`config.mk`:
```
export PLATFORM = sky130hd
export DESIGN_NAME = date_age_retention_check
export DESIGN_NICKNAME = d
export VERILOG_FILES = /design/src/rtl/core/dar_pkg.sv /design/src/rtl/core/dar_day_count.sv /design/src/rtl/core/date_age_retention_check.sv
export SDC_FILE = /design/constraint.sdc
export NUM_CORES = 2
export LEC_CHECK = 0
export BUFFER_PORTS_ARGS = -buffer_cell sky130_fd_sc_hd__buf_2
export CELL_PAD_IN_SITES_DETAIL_PLACEMENT = 1
export CELL_PAD_IN_SITES_GLOBAL_PLACEMENT = 1
export CORE_MARGIN = 2
export CORE_UTILIZATION = 53
export DETAILED_ROUTE_END_ITERATION = 7
export GPL_ROUTABILITY_DRIVEN = 0
export GPL_TIMING_DRIVEN = 0
export MAX_ROUTING_LAYER = met4
export PLACE_DENSITY = 0.87
export SETUP_SLACK_MARGIN = 0.5
export SLEW_MARGIN = 20
export SYNTH_ARGS = -nofsm -noshare
export SYNTH_HDL_FRONTEND = slang
export SYNTH_SLANG_ARGS = --single-unit
export TNS_END_PERCENT = 1
```
`constraint.sdc`:
```
create_clock -name clk -period 9.9 [get_ports clk]
set_input_delay 0 -clock clk [delete_from_list [all_inputs] [get_ports clk]]
set_output_delay 0 -clock clk [all_outputs]
set_load 0.05 [all_outputs]
```
`src/rtl/core/dar_pkg.sv`:
```
package dar_pkg;

    localparam int unsigned YEAR_W  = 14;
    localparam int unsigned MONTH_W = 4;
    localparam int unsigned DAY_W   = 6;
    localparam int unsigned NDAY_W  = 5;
    localparam int unsigned RET_W   = 16;
    localparam int unsigned AGE_W   = 24;
    localparam int unsigned DN_W    = 23;
    localparam int unsigned CFG_IDX_W  = 3;
    localparam int unsigned CFG_DATA_W = 16;

    localparam logic [YEAR_W-1:0] MIN_YEAR = 14'd1970;

    // Division by 100 of a 14-bit value: multiply by ceil(2^24 / 100) and keep the top bits.
    localparam int unsigned DIV100_SHIFT = 24;
    localparam logic [17:0] DIV100_MUL   = 18'd167773;
    localparam int unsigned QUOT_W       = 8;

    typedef enum logic [CFG_IDX_W-1:0] {
        CFG_NOW_YEAR       = 3'd0,
        CFG_NOW_MONTH      = 3'd1,
        CFG_NOW_DAY        = 3'd2,
        CFG_RETENTION_DAYS = 3'd3
    } cfg_reg_t;

    typedef struct packed {
        logic [YEAR_W-1:0]  target_year;
        logic [MONTH_W-1:0] target_month;
        logic [DAY_W-1:0]   target_day;
    } in_t;

    typedef struct packed {
        logic                    date_valid;
        logic signed [AGE_W-1:0] age_days;
        logic                    keep;
    } out_t;

    // Length of a month in a common year; codes outside 1 to 12 give zero.
    function automatic logic [4:0] month_len(input logic [MONTH_W-1:0] m);
        logic [4:0] len;
        case (m) inside
            4'd1, 4'd3, 4'd5, 4'd7, 4'd8, 4'd10, 4'd12: len = 5'd31;
            4'd4, 4'd6, 4'd9, 4'd11:                    len = 5'd30;
            4'd2:                                       len = 5'd28;
            default:                                    len = 5'd0;
        endcase
        return len;
    endfunction

    // Days before the first of the month in a common year.
    function automatic logic [8:0] month_start(input logic [MONTH_W-1:0] m);
        logic [8:0] ms;
        case (m)
            4'd2:    ms = 9'd31;
            4'd3:    ms = 9'd59;
            4'd4:    ms = 9'd90;
            4'd5:    ms = 9'd120;
            4'd6:    ms = 9'd151;
            4'd7:    ms = 9'd181;
            4'd8:    ms = 9'd212;
            4'd9:    ms = 9'd243;
            4'd10:   ms = 9'd273;
            4'd11:   ms = 9'd304;
            4'd12:   ms = 9'd334;
            default: ms = 9'd0;
        endcase
        return ms;
    endfunction

endpackage

```
`src/rtl/core/dar_day_count.sv`:
```
module dar_day_count
    import dar_pkg::*;
(
    input  logic               clk,
    input  logic               en,
    input  logic [YEAR_W-1:0]  year,
    input  logic [MONTH_W-1:0] month,
    input  logic [DAY_W-1:0]   day,
    output logic [DN_W-1:0]    day_count,
    output logic               date_ok
);

    // Stage 1: quotients by 100 of the year and of the year before it.
    logic [YEAR_W-1:0]  y1_reg, y1_next;
    logic [YEAR_W-1:0]  p1_reg, p1_next;
    logic [MONTH_W-1:0] m1_reg;
    logic [DAY_W-1:0]   d1_reg;
    logic [QUOT_W-1:0]  qy1_reg, qy1_next;
    logic [QUOT_W-1:0]  qp1_reg, qp1_next;
    logic               yok1_reg, yok1_next;
    logic [31:0]        prod_y, prod_p;

    always_comb
    begin
        y1_next   = year;
        p1_next   = year - YEAR_W'(1);
        prod_y    = 32'(year) * 32'(DIV100_MUL);
        prod_p    = 32'(p1_next) * 32'(DIV100_MUL);
        qy1_next  = prod_y[DIV100_SHIFT +: QUOT_W];
        qp1_next  = prod_p[DIV100_SHIFT +: QUOT_W];
        yok1_next = (year >= MIN_YEAR);
    end

    always_ff @(posedge clk)
    begin
        if (en)
        begin
            y1_reg   <= y1_next;
            p1_reg   <= p1_next;
            m1_reg   <= month;
            d1_reg   <= day;
            qy1_reg  <= qy1_next;
            qp1_reg  <= qp1_next;
            yok1_reg <= yok1_next;
        end
    end

    // Stage 2: leap year, date check and the 365-day and four-year parts of the count.
    logic              leap;
    logic [5:0]        len;
    logic [14:0]       hundreds;
    logic [DN_W-1:0]   t2_reg, t2_next;
    logic [QUOT_W-1:0] qp2_reg;
    logic [8:0]        ms2_reg, ms2_next;
    logic              adj2_reg, adj2_next;
    logic [DAY_W-1:0]  d2_reg;
    logic              ok2_reg, ok2_next;

    always_comb
    begin
        hundreds  = 15'(qy1_reg) * 15'd100;
        leap      = (y1_reg[1:0] == 2'b00) &&
                    ((15'(y1_reg) != hundreds) || (qy1_reg[1:0] == 2'b00));
        len       = 6'(month_len(m1_reg)) + 6'((m1_reg == 4'd2) && leap);
        ok2_next  = yok1_reg && (m1_reg >= 4'd1) && (m1_reg <= 4'd12) &&
                    (d1_reg != '0) && (d1_reg <= len);
        t2_next   = DN_W'(32'(p1_reg) * 32'd365) + DN_W'(p1_reg >> 2);
        ms2_next  = month_start(m1_reg);
        adj2_next = (m1_reg > 4'd2) && leap;
    end

    always_ff @(posedge clk)
    begin
        if (en)
        begin
            t2_reg   <= t2_next;
            qp2_reg  <= qp1_reg;
            ms2_reg  <= ms2_next;
            adj2_reg <= adj2_next;
            d2_reg   <= d1_reg;
            ok2_reg  <= ok2_next;
        end
    end

    // Stage 3: century corrections, month offset and day of month.
    logic [DN_W-1:0] dn3_reg, dn3_next;
    logic            ok3_reg;

    always_comb
    begin
        dn3_next = t2_reg - DN_W'(qp2_reg) + DN_W'(qp2_reg >> 2) + DN_W'(ms2_reg) +
                   DN_W'(adj2_reg) + DN_W'(d2_reg);
    end

    always_ff @(posedge clk)
    begin
        if (en)
        begin
            dn3_reg <= dn3_next;
            ok3_reg <= ok2_reg;
        end
    end

    assign day_count = dn3_reg;
    assign date_ok   = ok3_reg;

endmodule

```
`src/rtl/core/date_age_retention_check.sv`:
```
// Record retention check by date age. Each input transaction carries one
// record date; the block checks it and the configured current date against
// Gregorian rules (year 1970 or later, month 1 to 12, day within the month,
// leap Februaries included), turns both into day counts and returns the
// signed age in days (current minus record) with a keep flag that is set when
// the dates are valid and the age does not exceed retention_days. Records
// dated in the future have a negative age and are kept. When either date is
// invalid, date_valid, age_days and keep are all zero. The block takes one
// transaction per clock while no result waits on a stalled output:
// three stages compute the two day counts side by side, the fourth takes the
// difference and the retention compare. A stall on the output freezes all
// four stages together, so in_stall follows out_stall while a result waits.
// Configuration writes are always ready; indexes beyond the four registers
// are ignored, and writes must only happen while no transaction is in flight.
module date_age_retention_check
    import dar_pkg::*;
(
    input  logic                  clk,
    input  logic                  rst_n,

    input  logic                  in_valid,
    output logic                  in_stall,
    input  in_t                   in_data,

    output logic                  out_valid,
    input  logic                  out_stall,
    output out_t                  out_data,

    input  logic                  cfg_valid,
    output logic                  cfg_ready,
    input  logic [CFG_IDX_W-1:0]  cfg_index,
    input  logic [CFG_DATA_W-1:0] cfg_data
);

    // Configuration registers.
    logic [YEAR_W-1:0]  now_year_reg;
    logic [MONTH_W-1:0] now_month_reg;
    logic [NDAY_W-1:0]  now_day_reg;
    logic [RET_W-1:0]   retention_days_reg;

    assign cfg_ready = 1'b1;

    always_ff @(posedge clk or negedge rst_n)
    begin
        if (!rst_n)
        begin
            now_year_reg       <= MIN_YEAR;
            now_month_reg      <= 4'd1;
            now_day_reg        <= 5'd1;
            retention_days_reg <= 16'd30;
        end
        else if (cfg_valid && cfg_ready)
        begin
            unique case (cfg_reg_t'(cfg_index))
                CFG_NOW_YEAR:       now_year_reg       <= cfg_data[YEAR_W-1:0];
                CFG_NOW_MONTH:      now_month_reg      <= cfg_data[MONTH_W-1:0];
                CFG_NOW_DAY:        now_day_reg        <= cfg_data[NDAY_W-1:0];
                CFG_RETENTION_DAYS: retention_days_reg <= cfg_data[RET_W-1:0];
                default:            ;
            endcase
        end
    end

    // The whole pipeline advances together unless a finished result is held.
    logic advance;
    assign advance  = !out_valid || !out_stall;
    assign in_stall = !advance;

    // Valid bits that travel alongside the three day-count stages.
    logic s1_valid_reg, s2_valid_reg, s3_valid_reg;

    always_ff @(posedge clk or negedge rst_n)
    begin
        if (!rst_n)
        begin
            s1_valid_reg <= 1'b0;
            s2_valid_reg <= 1'b0;
            s3_valid_reg <= 1'b0;
        end
        else if (advance)
        begin
            s1_valid_reg <= in_valid;
            s2_valid_reg <= s1_valid_reg;
            s3_valid_reg <= s2_valid_reg;
        end
    end

    // The record date and the current date run through identical units, so
    // the current date is sampled together with each record.
    logic [DN_W-1:0] tar_count, now_count;
    logic            tar_ok, now_ok;

    dar_day_count u_tar_count (
        .clk       (clk),
        .en        (advance),
        .year      (in_data.target_year),
        .month     (in_data.target_month),
        .day       (in_data.target_day),
        .day_count (tar_count),
        .date_ok   (tar_ok)
    );

    dar_day_count u_now_count (
        .clk       (clk),
        .en        (advance),
        .year      (now_year_reg),
        .month     (now_month_reg),
        .day       (DAY_W'(now_day_reg)),
        .day_count (now_count),
        .date_ok   (now_ok)
    );

    // Final stage: age, retention compare and the output register.
    logic                    out_valid_reg;
    out_t                    out_reg, out_next;
    logic                    both_ok;
    logic signed [AGE_W-1:0] age;

    always_comb
    begin
        both_ok             = tar_ok && now_ok;
        age                 = $signed(AGE_W'(now_count) - AGE_W'(tar_count));
        out_next.date_valid = both_ok;
        out_next.age_days   = both_ok ? age : '0;
        out_next.keep       = both_ok &&
                              (age[AGE_W-1] || (age <= $signed(AGE_W'(retention_days_reg))));
    end

    always_ff @(posedge clk or negedge rst_n)
    begin
        if (!rst_n)
        begin
            out_valid_reg <= 1'b0;
        end
        else if (advance)
        begin
            out_valid_reg <= s3_valid_reg;
        end
    end

    always_ff @(posedge clk)
    begin
        if (advance)
        begin
            out_reg <= out_next;
        end
    end

    assign out_valid = out_valid_reg;
    assign out_data  = out_reg;

    // An invalid result carries no age and is never kept.
    assert property (@(posedge clk) disable iff (!rst_n)
        out_valid && !out_data.date_valid |-> out_data.age_days == '0 && !out_data.keep)
        else $error("invalid date result carries nonzero age or keep");

    // A record dated after the current date is always kept.
    assert property (@(posedge clk) disable iff (!rst_n)
        out_valid && out_data.date_valid && out_data.age_days[AGE_W-1] |-> out_data.keep)
        else $error("future record not kept");

    // An accepted transaction occupies the first stage on the next cycle.
    assert property (@(posedge clk) disable iff (!rst_n)
        in_valid && !in_stall |=> s1_valid_reg)
        else $error("accepted transaction lost at stage 1");

    // While the output is held, no stage may move.
    assert property (@(posedge clk) disable iff (!rst_n)
        !advance |=> $stable(s3_valid_reg) && $stable(s2_valid_reg) && out_valid)
        else $error("pipeline moved during a stall");

endmodule

```
# Word-level counts from Yosys, hierarchy flattened
# Memories as Yosys holds them, arrays and structs flattened. A register that Yosys moved wholly into a read port is not among the register bits.
# Cells that the tools add are included.
# classes
magnitude_cmp	11
n_reduce_logical	38
shift	0
n_eq_ne	29
n_div	0
bitwise	0
multipliers	8
addsub	17
mux	6
# op_table
op	count
$mul 14x18->32 const B	4
$add 23x6->23	3
$add 23x1->23	2
$add 23x12->23	2
$add 23x9->23	2
$mul 14x9->23 const B	2
$sub 23x8->23	2
$eq 4x4->1 const B	10
$eq 4x3->1 const B	8
$mux 5	6
$ne 14x15->1	2
$ge 14x11->1 const B	2
$sub 14x1->14 const B	2
$mul 8x5->13 const B	2
$le 24x17->1	1
$sub 23x23->24	1
$add 23x5->23	1
$eq 4x2->1 const B	4
$logic_and 1x1->1	16
$reduce_or 7->1	2
$add 5x1->6	2
$reduce_bool 6->1	2
$eq 4x1->1 const B	2
$ge 4x1->1 const B	2
other kinds (12)	27
# totals
word_cells	150
memories	2
out_inout_bits	29
latch_bits	0
ff_bits	303
romBits	288
inputBits	48
mem_bits_rw	0
# mem_list
name	words	width	rd	rd_ports_with_merged_regs	wr	line_no	text
(name not given)	16	9	1	1	0	dar_pkg.sv:54	case (m)
(name not given)	16	9	1	1	0	dar_pkg.sv:54	

# Longest topological paths before layout
# logic_depth
word_depth	8
ltp_mapped	30
mapped_depth_nobuf	30

# Hierarchy
# From an unflattened synthesis, not the netlist that was laid out.
# hier_totals
hier_cells	3765
area_unflattened_um2	41458.5
# by_module_without_submodules
mod	cells_per_inst	area_each_um2	seq_area_each_um2	instances
dar_day_count at u_tar_count	1695	18687.9	3813.7	1
dar_day_count at u_now_count	1662	18423.9	3813.7	1
date_age_retention_check	408	4346.7	1873.0	1

# Least setup slack after synthesis
# OpenSTA, ideal clock, no wires.
# synth_path
path_type	register to output
start	reg out_valid_reg (netlist: out_valid)
end	out in_stall
arrival_time_ns	8.620
n_path_buf	0
required_ns	9.900
slack_ns	1.280
path_stages_with_launch	3
path_cell_list	dfrtp_1 -> nand2_1 -> inv_1
# synth_via
elab_chain_cells	3
# synth_rtl
item	line_no	text
from (decl)	date_age_retention_check.sv:114	logic out_valid_reg;
from (signal assigned)	date_age_retention_check.sv:137	out_valid_reg <= s3_valid_reg;
$logic_not 1->1	date_age_retention_check.sv:66	assign advance = !out_valid || !out_stall;
$logic_or 1x1->1	date_age_retention_check.sv:66	
$logic_not 1->1	date_age_retention_check.sv:67	assign in_stall = !advance;
to (decl)	date_age_retention_check.sv:22	output logic in_stall,
# No other way between the ends.

# Final worst setup path
# layout_path
start	reg now_year_reg[3]
end	reg u_now_count.qp1_reg[6], data pin
# layout_via
elab_chain_cells	2
# layout_rtl
item	line_no	text
from (decl)	date_age_retention_check.sv:36	logic [YEAR_W-1:0] now_year_reg;
from (signal assigned)	date_age_retention_check.sv:55	CFG_NOW_YEAR: now_year_reg <= cfg_data[YEAR_W-1:0];
$sub 14x1->14	dar_day_count.sv:26	p1_next = year - YEAR_W'(1);
via u_now_count.p1_next[13]	dar_day_count.sv:15	logic [YEAR_W-1:0] p1_reg, p1_next;
$mul 14x18->32	dar_day_count.sv:28	prod_p = 32'(p1_next) * 32'(DIV100_MUL);
via u_now_count.prod_p[30]	dar_day_count.sv:21	logic [31:0] prod_y, prod_p;
to (signal assigned)	dar_day_count.sv:43	qp1_reg <= qp1_next;
to (decl)	dar_day_count.sv:19	logic [QUOT_W-1:0] qp1_reg, qp1_next;
# The timed path passes the listed nets, and every way through them passes these cells.
# A chain may end at the register's enable or synchronous reset.

==> impl_metrics.yaml <==
status:
  status: "complete, but fails checks"
  failed_checks: "design-rule violations"
sta:
  final_max_slew_viol_count: 0
  hold_violations: 0
  final.period_utilization: 0.909
  rsz0062_at_grt: "false"
  max_slew_margin: 0.159
  clock_skew_ns: 0.0307
  timing.final.ws_setup_ns: 0.901
  period_minus_slack_ns: 9.00
  finalSetupViolations: 0
  worst_pin_slew_ns: 1.25
  timing.fmax_ghz: 0.111
  timing.setup.tns_ns: 0
global_route:
  grt_first_pass_wirelength_mm: 201
  use_met3: 0.0422
  grt_pass1_vias: 35500
  grt_overflow: 0
  grtUsageTotal: 0.332
  grt_use_met1: 0.340
  antenna_found_initial: 1
  grt_max_degree: 59
  use_met2: 0.604
  grt_busiest_layer: "met2"
yosys:
  syn_area_um2: 41600
  syn_nets: 5215
  synth-seq-cells: 321
  yosys.area.top_type_share: 0.263
  synth_warnings: 0
  async_reset_ff_frac: 0.134
  synth.avg_cell_area_um2: 10.9
  synthDistinctLibCells: 88
  synth_edf_count: 278
  synth_ff_type: "edfxtp_1"
  synth_area_leaders: "ha_1, fa_1, edfxtp_1"
  yosysTopAreaCell: "ha_1"
  syn_inst: 3804
  synth_seq_area_share: 0.227
placed_design:
  portBuffers: 75
  dpl_worst_slack_ns: 1.36
  dp_hpwl_mm: 94.5
clocking:
  cts_buffer_depth: 3
  cts_sinks: 321
  h-tree-depth: 2
  cts_buffers: 39
  worst_skew_pair.late_latency_ns: 0.59
  clk_pin_slew_worst_paths_ns: 0.08
  cts_root_buf: "clkbuf_16"
  cts_tree: "yes"
worst_setup_path:
  endpoint_kind: "flop"
  worst_ep_required_time_ns: 10.23
  setup.worst_path.start_class: "flop"
  r2r-start: "now_year_reg[3]"
  slowest_delay_ns: 0.76
  rr_endpoint: "u_now_count.qp1_reg[6]"
  crit_type: "flop to flop"
  r2r_cells: 30
  arrival_ns: 9.33
  critPathMaxFanout: 9
  cpMostUsedCell: "inv_1"
  cp_slowest_cell: "dfrtp_1"
  regToRegSetupSlack_ns: 0.90
die:
  start_util: 0.536
  core_area_um2: 77600
  dieHeight_um: 284
  die_x_um: 284
  rows: 102
  design.die.area_um2: 80700
  pin_count: 77
worst_hold_path:
  hold_end: "now_month_reg[1]"
  holdPathStages: 3
  hold_path.class: "primary input to flop"
  holdCritStartpoint: "cfg_valid"
drt:
  wl_mm: 128
  wl_per_cell_um: 25.4
  drt_first_pass_iters: 8
  num_vias: 29900
  drt_iter0_drc: 1715
  drc: 1
  viasPerCell: 5.93
  ant_nets: 0
final_layout:
  drive_above_1_share: 0.0582
  largest_reg_flops: 26
  area_growth_pct: 8.89
  final_nets: 5383
flow_run:
  maxCapViolCount: 0
[layout make-up]
type	count	area [um2]
Fill cell	8194	32300
Timing Repair Buffer	127	978
Antenna cell	1	2.50
Multi-Input combinational cell	2572	28800
Clock buffer	55	1160
Buffer	14	57.6
Inverter	897	3370
Sequential cell	321	9440
Tap cell	1040	1300
Clock inverter	17	201
[synth_stat cells (17+ instances only)]
library cell / n
nor2_1: 102
or3_1: 18
nand2b_1: 27
and2_1: 31
o21ai_0: 84
ha_1: 875
mux2_2: 31
xor2_1: 36
and3_1: 18
nor2b_1: 32
nor3_1: 45
dfrtp_1: 30
a21o_1: 67
edfxtp_1: 278
nand2_1: 95
fa_1: 488
a211oi_1: 21
nand3_1: 47
o21bai_1: 17
inv_1: 896
a21oi_1: 125
o21a_1: 35
o31ai_1: 18
nand4_1: 20
xnor2_1: 154
[cell usage in the layout (no fill, tap or decap), types with 9 or more instances in the layout]
master	count
o211ai_1	12
ha_1	875
mux2_2	31
o21ai_0	84
o21a_1	35
a21o_1	67
a211o_1	9
clkbuf_1	19
nor2b_1	32
dfrtp_1	29
a211oi_1	21
edfxtp_1	278
fa_1	488
xnor2_1	149
nor2_1	102
o21bai_1	17
nand2_1	94
buf_2	75
nand4_1	20
dfstp_2	13
a31oi_1	14
and3_1	18
or3_1	18
nor3_1	45
o31ai_1	18
a21oi_1	125
inv_1	896
xor2_1	36
nand2b_1	27
dlygate4sd3_1	47
clkbuf_16	42
and2_1	31
mux2i_1	12
nand3_1	47
nor4_1	10
[worst max-delay path by stage]
| stage | cells after the start | startpoint | slack (ns) | endpoint |
|---|---|---|---|---|
| floorplan | 2 | out_valid | 1.28 | in_stall |
| CTS | 30 | now_year_reg[3] | 0.95 | u_now_count.qp1_reg[4] |
| finish | 30 | now_year_reg[3] | 0.90 | u_now_count.qp1_reg[6] |
| detailed placement | 30 | now_year_reg[3] | 1.36 | u_now_count.qp1_reg[6] |
| global placement | 2 | out_valid | 0.17 | s3_valid_reg |
| global route | 30 | now_year_reg[3] | 0.65 | u_now_count.qp1_reg[6] |
[per-layer routing]
layer	wire length, um	share of wire
met2	67600	0.53
met5	0	0
met3	6220	0.049
met1	45100	0.35
met4	9140	0.071
[kinds of logic (layout without fill, tap and decap cells)]
kind of cell,after synthesis,count (layout),share of synthesized area
other,1,2,0.0000902
multiplexers,44,44,0.0118
adder cells (fa/ha/maj),1363,1363,0.498
AND/OR/NAND/NOR,491,491,0.0618
AO/OA/AOI/OAI,482,482,0.0781
buffers and inverters,911,1110,0.0824
flip-flops,321,321,0.227
XOR/XNOR,191,191,0.0404
[critical path: cells and delay by family (launching register included)]
| family | cells | cell delay [ns] |
|---|---|---|
| adders and majority gates | 9 | 3.54 |
| AOI/OAI and AO/OA | 7 | 1.67 |
| and+or+nand+nor | 5 | 1.61 |
| buffers and inverters | 7 | 0.77 |
| DFF | 1 | 0.76 |
| xor gates and xnor gates | 2 | 0.37 |
[through the flow]
stage               hold WS, ns  utilization  instances  instance area, um2
floorplan                -0.296            -       3804               41600
global placement          0.179        0.557       4919               43300
detailed placement        0.181        0.559       4924               43400
CTS                     0.00589        0.583       5043               45200
global route             0.0374        0.583       5044               45300
finish                   0.0154        0.583       5044               45300
[timing repair]
| item | CTS | global route |
|---|---|---|
| setup endpoints to repair | 0 | 2 |
| hold buffers | 47 | 0 |
| endpoints found under the hold margin | 94 | 0 |
| buffers inserted | 0 | 0 |
| resized for setup | 0 | 1 |
Power is left out: the tool's default activity adds up to more than one toggle a clock period on the data nets, which glitch-free logic cannot reach.
